===== src/rtpl16_pkg.sv =====
// Shared constants and types for the RTP L16 packetizer.
// Used by the queue, the front end and the byte serialiser; depends on nothing.
package rtpl16_pkg;

	localparam int SPP_W    = 10;
	localparam int PT_W     = 7;
	localparam int SEQ_W    = 16;
	localparam int TS_W     = 32;
	localparam int SSRC_W   = 32;
	localparam int WORD_W   = 32;
	localparam int SAMPLE_W = 16;
	localparam int SAMPLE_LSB = 11;
	localparam int SAMPLE_MSB = SAMPLE_LSB + SAMPLE_W - 1;

	localparam int CFG_IDX_W  = 2;
	localparam int CFG_DATA_W = 32;
	localparam logic [CFG_IDX_W-1:0] CFG_SPP  = 2'd0;
	localparam logic [CFG_IDX_W-1:0] CFG_PT   = 2'd1;
	localparam logic [CFG_IDX_W-1:0] CFG_SSRC = 2'd2;

	localparam logic [SPP_W-1:0]  SPP_RESET  = 10'd240;
	localparam logic [PT_W-1:0]   PT_RESET   = 7'd11;
	localparam logic [SSRC_W-1:0] SSRC_RESET = 32'h1234_5678;

	localparam logic [7:0] RTP_V2_BYTE = 8'h80;

	// Byte positions within one queued item: header bytes first, then the sample.
	localparam int BYTE_IDX_W = 4;
	localparam logic [BYTE_IDX_W-1:0] BYTE_HDR_FIRST  = 4'd0;
	localparam logic [BYTE_IDX_W-1:0] BYTE_HDR_LAST   = 4'd11;
	localparam logic [BYTE_IDX_W-1:0] BYTE_SAMPLE_HI  = 4'd12;
	localparam logic [BYTE_IDX_W-1:0] BYTE_SAMPLE_LO  = 4'd13;
	localparam int HDR_W = 8 + 8 + SEQ_W + TS_W + SSRC_W;

	localparam int Q_DEPTH = 2;
	localparam int Q_AW    = $clog2(Q_DEPTH);

	typedef struct packed {
		logic [SAMPLE_W-1:0] sample;
		logic                hdr;
		logic                last;
		logic [PT_W-1:0]     pt;
		logic [SEQ_W-1:0]    seq;
		logic [TS_W-1:0]     ts;
		logic [SSRC_W-1:0]   ssrc;
	} item_t;

	typedef struct packed {
		logic push;
		logic pop;
	} q_req_t;

	typedef struct packed {
		logic full;
		logic empty;
	} q_stat_t;

endpackage


===== src/rtpl16_queue.sv =====
// Short register queue that decouples the front end from the byte serialiser.
// Depends on rtpl16_pkg for the item type and depth.
module rtpl16_queue (
	input  logic               clk,
	input  logic               arst_n,
	input  rtpl16_pkg::q_req_t req,
	input  rtpl16_pkg::item_t  wr_item,
	output rtpl16_pkg::q_stat_t stat,
	output rtpl16_pkg::item_t  rd_item
);

	rtpl16_pkg::item_t mem_q [rtpl16_pkg::Q_DEPTH];
	logic [rtpl16_pkg::Q_AW-1:0] wptr_q;
	logic [rtpl16_pkg::Q_AW-1:0] rptr_q;
	logic [rtpl16_pkg::Q_AW:0]   count_q;
	logic do_push;
	logic do_pop;

	assign stat.full  = (count_q == (rtpl16_pkg::Q_AW+1)'(rtpl16_pkg::Q_DEPTH));
	assign stat.empty = (count_q == '0);
	assign do_push    = req.push && !stat.full;
	assign do_pop     = req.pop && !stat.empty;
	assign rd_item    = mem_q[rptr_q];

	always_ff @(posedge clk) begin
		if (do_push) begin
			mem_q[wptr_q] <= wr_item;
		end
	end

	always_ff @(posedge clk or negedge arst_n) begin
		if (!arst_n) begin
			wptr_q  <= '0;
			rptr_q  <= '0;
			count_q <= '0;
		end else begin
			if (do_push) begin
				wptr_q <= wptr_q + 1'b1;
			end
			if (do_pop) begin
				rptr_q <= rptr_q + 1'b1;
			end
			case ({do_push, do_pop})
				2'b10:   count_q <= count_q + 1'b1;
				2'b01:   count_q <= count_q - 1'b1;
				default: count_q <= count_q;
			endcase
		end
	end

endmodule


===== src/rtpl16_front.sv =====
// Front end: takes microphone words, keeps the packet state and the registers,
// and queues one classified item per word. Depends on rtpl16_pkg.
module rtpl16_front (
	input  logic                                  clk,
	input  logic                                  arst_n,
	input  logic                                  s_axis_tvalid,
	output logic                                  s_axis_tready,
	input  logic [rtpl16_pkg::WORD_W-1:0]         s_axis_tdata,
	input  logic                                  cfg_valid,
	output logic                                  cfg_ready,
	input  logic [rtpl16_pkg::CFG_IDX_W-1:0]      cfg_index,
	input  logic [rtpl16_pkg::CFG_DATA_W-1:0]     cfg_data,
	input  rtpl16_pkg::q_stat_t                   q_stat,
	output logic                                  q_push,
	output rtpl16_pkg::item_t                     q_item
);

	logic [rtpl16_pkg::SPP_W-1:0]  spp_q;
	logic [rtpl16_pkg::PT_W-1:0]   pt_q;
	logic [rtpl16_pkg::SSRC_W-1:0] ssrc_q;
	logic [rtpl16_pkg::SEQ_W-1:0]  seq_q;
	logic [rtpl16_pkg::TS_W-1:0]   ts_q;
	logic [rtpl16_pkg::SPP_W-1:0]  pos_q;

	logic [rtpl16_pkg::SPP_W-1:0] len;
	logic accept;
	logic first;
	logic last;

	assign cfg_ready     = 1'b1;
	assign s_axis_tready = !q_stat.full;
	assign accept        = s_axis_tvalid && s_axis_tready;

	// A length of zero behaves as a length of one.
	assign len   = (spp_q == '0) ? rtpl16_pkg::SPP_W'(1) : spp_q;
	assign first = (pos_q == '0);
	assign last  = (({1'b0, pos_q} + 1'b1) >= {1'b0, len});

	assign q_push        = accept;
	assign q_item.sample = s_axis_tdata[rtpl16_pkg::SAMPLE_MSB:rtpl16_pkg::SAMPLE_LSB];
	assign q_item.hdr    = first;
	assign q_item.last   = last;
	assign q_item.pt     = pt_q;
	assign q_item.seq    = seq_q;
	assign q_item.ts     = ts_q;
	assign q_item.ssrc   = ssrc_q;

	always_ff @(posedge clk or negedge arst_n) begin
		if (!arst_n) begin
			spp_q  <= rtpl16_pkg::SPP_RESET;
			pt_q   <= rtpl16_pkg::PT_RESET;
			ssrc_q <= rtpl16_pkg::SSRC_RESET;
			seq_q  <= '0;
			ts_q   <= '0;
			pos_q  <= '0;
		end else begin
			if (cfg_valid && cfg_ready) begin
				case (cfg_index)
					rtpl16_pkg::CFG_SPP:  spp_q  <= cfg_data[rtpl16_pkg::SPP_W-1:0];
					rtpl16_pkg::CFG_PT:   pt_q   <= cfg_data[rtpl16_pkg::PT_W-1:0];
					rtpl16_pkg::CFG_SSRC: ssrc_q <= cfg_data[rtpl16_pkg::SSRC_W-1:0];
					default: ;
				endcase
			end
			if (accept) begin
				if (last) begin
					pos_q <= '0;
					seq_q <= seq_q + 1'b1;
					ts_q  <= ts_q + rtpl16_pkg::TS_W'(len);
				end else begin
					pos_q <= pos_q + 1'b1;
				end
			end
		end
	end

endmodule


===== src/rtpl16_back.sv =====
// Back end: walks each queued item byte by byte into the output register.
// Depends on rtpl16_pkg for the item layout and byte positions.
module rtpl16_back (
	input  logic                 clk,
	input  logic                 arst_n,
	input  rtpl16_pkg::q_stat_t  q_stat,
	input  rtpl16_pkg::item_t    q_item,
	output logic                 q_pop,
	output logic                 m_axis_tvalid,
	input  logic                 m_axis_tready,
	output logic [7:0]           m_axis_tdata,
	output logic                 m_axis_tlast
);

	logic                               active_q;
	logic [rtpl16_pkg::BYTE_IDX_W-1:0]  idx_q;
	logic                               tvalid_q;
	logic [7:0]                         tdata_q;
	logic                               tlast_q;

	logic [rtpl16_pkg::BYTE_IDX_W-1:0]  idx;
	logic [rtpl16_pkg::BYTE_IDX_W-1:0]  rev;
	logic [rtpl16_pkg::HDR_W-1:0]       hdr_vec;
	logic [7:0]                         byte_sel;
	logic                               load;
	logic                               final_byte;

	// An item without a header starts straight at its sample bytes.
	assign idx = active_q ? idx_q
		: (q_item.hdr ? rtpl16_pkg::BYTE_HDR_FIRST : rtpl16_pkg::BYTE_SAMPLE_HI);
	assign rev = rtpl16_pkg::BYTE_HDR_LAST - idx;
	assign hdr_vec = {rtpl16_pkg::RTP_V2_BYTE, 1'b0, q_item.pt, q_item.seq, q_item.ts,
		q_item.ssrc};

	always_comb begin
		if (idx == rtpl16_pkg::BYTE_SAMPLE_HI) begin
			byte_sel = q_item.sample[15:8];
		end else if (idx == rtpl16_pkg::BYTE_SAMPLE_LO) begin
			byte_sel = q_item.sample[7:0];
		end else begin
			byte_sel = hdr_vec[{rev, 3'b000} +: 8];
		end
	end

	assign load       = !q_stat.empty && (!tvalid_q || m_axis_tready);
	assign final_byte = (idx == rtpl16_pkg::BYTE_SAMPLE_LO);
	assign q_pop      = load && final_byte;

	assign m_axis_tvalid = tvalid_q;
	assign m_axis_tdata  = tdata_q;
	assign m_axis_tlast  = tlast_q;

	always_ff @(posedge clk or negedge arst_n) begin
		if (!arst_n) begin
			active_q <= 1'b0;
			idx_q    <= '0;
			tvalid_q <= 1'b0;
		end else begin
			if (load) begin
				tvalid_q <= 1'b1;
				if (final_byte) begin
					active_q <= 1'b0;
				end else begin
					active_q <= 1'b1;
					idx_q    <= idx + 1'b1;
				end
			end else if (m_axis_tready) begin
				tvalid_q <= 1'b0;
			end
		end
	end

	always_ff @(posedge clk) begin
		if (load) begin
			tdata_q <= byte_sel;
			tlast_q <= final_byte && q_item.last;
		end
	end

endmodule


===== src/rtp_l16_audio_packetizer.sv =====
// Top level of the RTP L16 mono packetizer.
// Instantiates rtpl16_front, rtpl16_queue and rtpl16_back; uses rtpl16_pkg.
//
// s_axis carries one 32-bit microphone word per transaction; bits 26 to 11
// become a signed 16-bit sample. m_axis carries the packet one byte per
// transaction, tlast marking the final sample byte of each packet. Every
// sample gives two bytes, high byte first; the first sample of a packet is
// preceded by the 12-byte RTP header (version byte, payload type, sequence
// number, timestamp, SSRC, all big-endian).
// The cfg channel writes samples per packet (index 0), payload type (1) and
// SSRC (2); it is always ready and should only be used while the block is idle.
// A word accepted into an empty block is stored in the queue, and its first byte
// is then loaded into the output register, which issues one byte per cycle while
// the receiver is ready and a word is queued; the header sample gives twelve more
// bytes. The two-entry queue holds the word being serialised and one more.
// Reset clears sequence number, timestamp and position, and loads the
// register defaults (240 samples, type 11, SSRC 0x12345678).
// When the receiver stalls, the current byte holds and the queue fills, after
// which s_axis_tready drops until bytes drain.
module rtp_l16_audio_packetizer (
	input  logic                              clk,
	input  logic                              arst_n,
	input  logic                              s_axis_tvalid,
	output logic                              s_axis_tready,
	input  logic [rtpl16_pkg::WORD_W-1:0]     s_axis_tdata,   // [31:0] mic_word
	output logic                              m_axis_tvalid,
	input  logic                              m_axis_tready,
	output logic [7:0]                        m_axis_tdata,   // [7:0] out_byte
	output logic                              m_axis_tlast,
	input  logic                              cfg_valid,
	output logic                              cfg_ready,
	input  logic [rtpl16_pkg::CFG_IDX_W-1:0]  cfg_index,
	input  logic [rtpl16_pkg::CFG_DATA_W-1:0] cfg_data
);

	rtpl16_pkg::q_req_t  q_req;
	rtpl16_pkg::q_stat_t q_stat;
	rtpl16_pkg::item_t   wr_item;
	rtpl16_pkg::item_t   rd_item;

	rtpl16_front u_front (
		.clk           (clk),
		.arst_n        (arst_n),
		.s_axis_tvalid (s_axis_tvalid),
		.s_axis_tready (s_axis_tready),
		.s_axis_tdata  (s_axis_tdata),
		.cfg_valid     (cfg_valid),
		.cfg_ready     (cfg_ready),
		.cfg_index     (cfg_index),
		.cfg_data      (cfg_data),
		.q_stat        (q_stat),
		.q_push        (q_req.push),
		.q_item        (wr_item)
	);

	rtpl16_queue u_queue (
		.clk     (clk),
		.arst_n  (arst_n),
		.req     (q_req),
		.wr_item (wr_item),
		.stat    (q_stat),
		.rd_item (rd_item)
	);

	rtpl16_back u_back (
		.clk           (clk),
		.arst_n        (arst_n),
		.q_stat        (q_stat),
		.q_item        (rd_item),
		.q_pop         (q_req.pop),
		.m_axis_tvalid (m_axis_tvalid),
		.m_axis_tready (m_axis_tready),
		.m_axis_tdata  (m_axis_tdata),
		.m_axis_tlast  (m_axis_tlast)
	);

endmodule


===== config.mk =====
export PLATFORM = sky130hd
export DESIGN_NAME = rtp_l16_audio_packetizer
export DESIGN_NICKNAME = d
export VERILOG_FILES = /design/src/rtpl16_pkg.sv /design/src/rtpl16_queue.sv /design/src/rtpl16_front.sv /design/src/rtpl16_back.sv /design/src/rtp_l16_audio_packetizer.sv
export SDC_FILE = /design/constraint.sdc
export NUM_CORES = 1
export LEC_CHECK = 0
export ABC_AREA = 0
export BUFFER_PORTS_ARGS = -buffer_cell sky130_fd_sc_hd__buf_2
export CORE_MARGIN = 4
export CORE_UTILIZATION = 50
export CTS_BUF_LIST = sky130_fd_sc_hd__clkbuf_16
export DETAILED_ROUTE_END_ITERATION = 7
export PLACE_DENSITY = 0.65
export SLEW_MARGIN = 20
export SYNTH_ARGS = -nofsm -noshare
export SYNTH_HDL_FRONTEND = slang
export SYNTH_SLANG_ARGS = --single-unit

===== constraint.sdc =====
create_clock -name clk -period 11.3 [get_ports clk]
set_input_delay 0 -clock clk [delete_from_list [all_inputs] [get_ports clk]]
set_output_delay 0 -clock clk [all_outputs]
set_load 0.02 [all_outputs]

==> results of run 1 <==
[path summary, 6_finish.rpt]
path | startpoint | to | slack [ns]
max | u_front.pos_q[2] | u_front.seq_q[12] | 7.51
min | cfg_index[1] | u_front.spp_q[4] | -0.002
max reg2reg | u_front.pos_q[2] | u_front.seq_q[12] | 7.51
min reg2reg | u_front.ssrc_q[11] | u_queue.mem_q[0][11] | 0.47
max in group asynchronous | arst_n | u_front.seq_q[10] | 9.89
min in group asynchronous | arst_n | u_front.ssrc_q[26] | 0.09
[logic make-up (layout without fill, tap and decap cells)]
kind of cell,count (synthesis),in the layout,synth area share
fa+ha+maj,30,30,0.02655
xor+xnor,63,63,0.03929
mux,117,117,0.1231
compound gates,99,99,0.04500
simple gates,186,186,0.06664
buf+inv,61,225,0.02058
flops,336,336,0.6785
other cells,1,4,0.0002670
[worst min-delay path: stages]
cell and delay [ns]:
buf_2 0.12, nor3b_4 0.10, mux2_2 0.23
[flip-flops by register name, summed over array words and instances, names as in the netlist, 2 cells and up]
register and cells:
u_queue.count_q 2, u_front.ts_q 32, u_front.pt_q 7, u_front.pos_q 10, u_front.spp_q 10, u_front.ssrc_q 32
u_queue.mem_q 210, u_front.seq_q 16, u_back.m_axis_tdata 8, u_back.idx_q 4
[area by class of cell]
| cell class | count | area, µm² | area share |
|---|---|---|---|
| flip-flops and latches | 336 | 9530 | 0.5792 |
| inverters | 20 | 75.07 | 0.004563 |
| multi-input cells | 496 | 4257 | 0.2587 |
| well taps | 378 | 473.0 | 0.02875 |
| clock inverters | 27 | 106.4 | 0.006464 |
| diodes | 3 | 7.507 | 0.0004563 |
| clock buffers | 37 | 925.9 | 0.05627 |
| repair buffers | 141 | 1079 | 0.06555 |
[cell usage in the layout, fill, tap and decap left out, types with 22 or more instances in the layout]
master and instances:
edfxtp_1 219, dfrtp_1 96, dlygate4sd3_1 67, nand2_1 65, buf_2 64, mux2_2 46, xnor2_1 43, mux4_2 40
clkbuf_16 37, inv_1 34, mux2i_1 31, a21oi_1 28, ha_1 25, nand3_1 24, nor2_1 22, o21ai_0 22
[repair_timing]
action	CTS	global route
gates resized for setup	0	0
hold buffers	67	0
hold endpoints to repair	128	0
[where the power goes]
part | internal (mW) | leakage [nW] | switching [mW]
clock network | 0.588 | 0.572 | 0.442
registers | 1.70 | 3.54 | 0.162
logic | 0.589 | 2.31 | 0.837
total | 2.88 | 6.41 | 1.44
[per-layer routing]
metal  vias up  share of wire  GRT usage
met1      4029           0.46     0.2734
met2       163           0.48     0.3125
met3        40          0.041    0.02820
met4         0          0.020    0.05003
met5         -              0          0
li1       3653              -          -
==> flow_summary.ini, run 1 <==
[status]
outcome = finished, violations left
failed_checks = hold timing

[timing]
max_freq_mhz = 264.0
slew_headroom = 0.3700
setup_tns_ns = 0
fin_crit_ns = 3.788
worst_slew_pin_slew_ns = 0.9451
timing.final.max_slew_violations = 0
fin_crit_sh = 0.3353
worst_slack_ns = 7.512
fin_skew_ns = 0.01221
finalHoldViolCount = 1
rsz0062_at_grt = false
holdWs_ns = -0.002030
setup_viol = 0

[global_route]
grt_max_degree = 70
antenna_found_initial = 0
grt_pass1_vias = 8112
grt_util_all_layers = 0.1911
grt-ovfl-total = 0
grt_pass1_wl_um = 45680

[cells_and_area]
final_area_um2 = 16450
drive_gt1_frac = 0.2242
utilization = 0.5922
nets = 1128
nFillCells = 2177
fin_cells = 1438
synthToLayoutAreaGrowth_pct = 17.16

[floorplan]
die_h_um = 175.6
initial_utilization = 0.5055
ioPinCount = 83
die_width_um = 175.6
core-area_um2 = 27780
die_area_um2 = 30830
fp-row-count = 61

[critical_path]
crit_buf_inv = 0
path_depth = 12
cp.arrival_ns = 4.16
cpMostUsedCell = and3_1
worstPathCellList = and3_1 > and3_1 > and3_1 > nand3_1 > xnor2_1 > ha_1 > a21oi_1 > o21ai_1 > a211oi_1 > a211o_1 > nor3_1 > xor2_1
slowest_delay_ns = 0.82
r2r_cells = 12
startpoint_type = flip-flop
worstSetupPathType = reg2reg
cp_max_fo = 23
critical-path-top-delay-family = compound AO/OA/AOI/OAI gates
cp-end-kind = flip-flop
slowest_stage = a211o_1
cp.required_ns = 11.67

[logic_synthesis]
yosysTopAreaCellShare = 0.4683
async_reset_ff_frac = 0.3482
synth.avg_cell_area_um2 = 15.73
syn_inst = 893
yosys_warnings = 0
synth-seq-cells = 336
synth-edff-count = 219
yosysTopAreaCell = edfxtp_1
synthTopCellsByArea = edfxtp_1 (47%), dfrtp_1 (17%), mux4_2 (6.4%)
yosysMostFrequentCell = edfxtp_1
yosysSeqAreaShare = 0.6785
yosysUniqueCellTypes = 57
ys_top_cells_by_count = edfxtp_1 (219), dfrtp_1 (97), nand2_1 (65)
synth_fp_nets = 990
synth.cell_area_um2 = 14040
ys.flop_type = edfxtp_1

[hold_path]
hold_depth = 3
worstHoldPathType = in2reg

[power_and_ir_drop]
cellPowerDensity_nw_per_um2 = 262.4
irDropWorstVdd_uv = 167.2
leakagePower_nw = 6.414
fin_total_pwr_mw = 4.317

[detailed_routing]
drcViolationCount = 0
postRouteAntennaNets = 0
drt_iter0_markers = 503
drt_first_pass_iters = 5
num_vias = 7885
finalWirelength_um = 28940
wl_per_cell_um = 20.13
vias_per_cell = 5.483

[placement]
post_dp_cell_area_um2 = 14720
io_buffer_count = 65
dp.cells = 1303
place_ws_ns = 7.494
gp_congestion = 0.8038
dp_hpwl_um = 18710

[cts]
htree_levels = 2
post_cts_buffers = 0
clock_latency_ns = 0.50
cts.reportedPaths.clkPinSlew_ns = 0.06
cts.sinks = 336
cts_buffers = 36
clk_path_buf_depth = 3
cts-root-buf = clkbuf_16
cts_tree = yes

[flow_run]
drv_cap = 0
No activity file was read; power rests on OpenSTA's default activity.
==> inputs of run 2 (changes only) <==
Clock period 11.3 ns to 3.6 ns, I/O delays scaled along.
==> flow_summary.ini, run 2 (synthesis results as in run 1) <==
[status]
outcome = completed

[timing]
setup_viol = 0
setup_tns_ns = 0
slew_headroom = 0.3866
fin_crit_sh = 0.8816
worst_slew_pin_slew_ns = 0.9161
finalHoldViolCount = 0
max_freq_mhz = 315.1
rsz0062_at_grt = false
holdWs_ns = 0.02188
fin_crit_ns = 3.174
timing.final.max_slew_violations = 0
fin_skew_ns = 0.01077

[cells_and_area]
top_regs = u_queue.mem_q (210), u_front.ssrc_q (32), u_front.ts_q (32)
utilization = 0.5989
antennaDiodeCount = 0
largest-register = u_queue.mem_q
nets = 1140
largest_reg_flops = 210
nFillCells = 2162
synthToLayoutAreaGrowth_pct = 18.48
layout_commonest_cell = edfxtp_1
final_cell_mix = edfxtp_1 (219), dfrtp_1 (96), dlygate4sd3_1 (67), nand2_1 (65), buf_2 (64)
drive_gt1_frac = 0.2385

[critical_path]
setup.worst_path.start = u_front.pos_q[2]
cp.arrival_ns = 3.61
reg2reg_from = u_front.pos_q[2]
cp_max_fo = 7
cp-end-kind = flip-flop
worstSetupPathType = reg2reg
startpoint_type = flip-flop
cp.required_ns = 4.03

[detailed_routing]
num_vias = 7815
drt_first_pass_iters = 4
drt_iter0_markers = 547
vias_per_cell = 5.401
postRouteAntennaNets = 0
wl_per_cell_um = 19.68
finalWirelength_um = 28480
drcViolationCount = 0

[flow_run]
drv_cap = 0

[cts]
cts-root-buf = clkbuf_16
htree_levels = 2
cts_buffers = 36
cts.sinks = 336
clk_path_buf_depth = 3
cts_tree = yes
clock_latency_ns = 0.50
cts.reportedPaths.clkPinSlew_ns = 0.06
cts_resized = 0

[hold_path]
worst_hold_startpoint = cfg_index[1]
worstHoldPathType = in2reg

[power_and_ir_drop]
cellPowerDensity_nw_per_um2 = 838.6
leakagePower_nw = 6.504
irDropWorstVdd_uv = 492.5

[global_route]
grt_pass1_vias = 8040
grt_max_degree = 106
grt_util_all_layers = 0.1904
antenna_found_initial = 1
grt_pass1_wl_um = 45720
grt-ovfl-total = 0

[placement]
dp_hpwl_um = 18850
gp_congestion = 0.8077
io_buffer_count = 65

[floorplan]
fp-row-count = 61
die_width_um = 175.6
die_h_um = 175.6
initial_utilization = 0.5055
ioPinCount = 83
core-area_um2 = 27780
die_area_um2 = 30830
==> run 2: layer usage <==
metal	track usage	vias up	routed length (µm)
met5	0	-	0
met4	0.04159	0	427
met3	0.03099	31	1024
met2	0.3138	131	13950
met1	0.2722	3979	13080
li1	-	3674	-
==> run 2: final cells by class <==
class | count | area [µm²] | area share
sequential | 336 | 9530 | 0.5728
clock inverter | 27 | 173.9 | 0.01045
timing repair buffer | 153 | 1210 | 0.07272
multi-input combinational | 496 | 4250 | 0.2555
tap | 378 | 473.0 | 0.02843
inverter | 20 | 75.07 | 0.004512
clock buffer | 37 | 925.9 | 0.05565
==> run 2: power by group <==
group / switching, mW / total, mW / internal [mW]
registers: 0.502 / 5.83 / 5.33
clock network: 1.40 / 3.40 / 2.00
logic: 2.73 / 4.72 / 1.99
total: 4.64 / 14.0 / 9.32
==> run 2: path summary, 6_finish.rpt <==
kind	end	slack, ns	cells past startpoint
max	u_front.pos_q[0]	0.43	12
min	u_front.spp_q[0]	0.02	3
max reg2reg	u_front.pos_q[0]	0.43	12
min reg2reg	u_queue.mem_q[1][8]	0.47	0
max in group asynchronous	u_front.spp_q[4]	2.75	3
min in group asynchronous	u_front.ssrc_q[2]	0.12	2
==> run 2: critical path, stage by stage, from the launching register on <==
cell and delay, ns:
dfrtp_1 0.46, and3_1 0.23, and3_1 0.27, and3_1 0.20
nand3_1 0.10, xnor2_1 0.23, ha_1 0.29, a21oi_1 0.12
o21ai_1 0.10, a31oi_1 0.37, a21oi_1 0.22, nor2_1 0.31
mux2_2 0.21
==> run 2: what timing repair did <==
item / in CTS / in global routing
setup buffers: 0 / 0
hold buffers: 67 / 0
endpoints found under the hold margin: 142 / 0
==> run 2: through the flow <==
stage / cell area, µm² / setup slack, ns / total power [mW] / instances
floorplan: 14050 / 0.2262 / 9.050 / 893
global placement: 14860 / 0.4637 / 10.50 / 1316
detailed placement: 14860 / 0.4491 / 10.60 / 1316
CTS: 16630 / 0.4190 / 14.10 / 1447
global route: 16640 / 0.05106 / 14.78 / 1447
finish: 16640 / 0.4262 / 13.95 / 1447
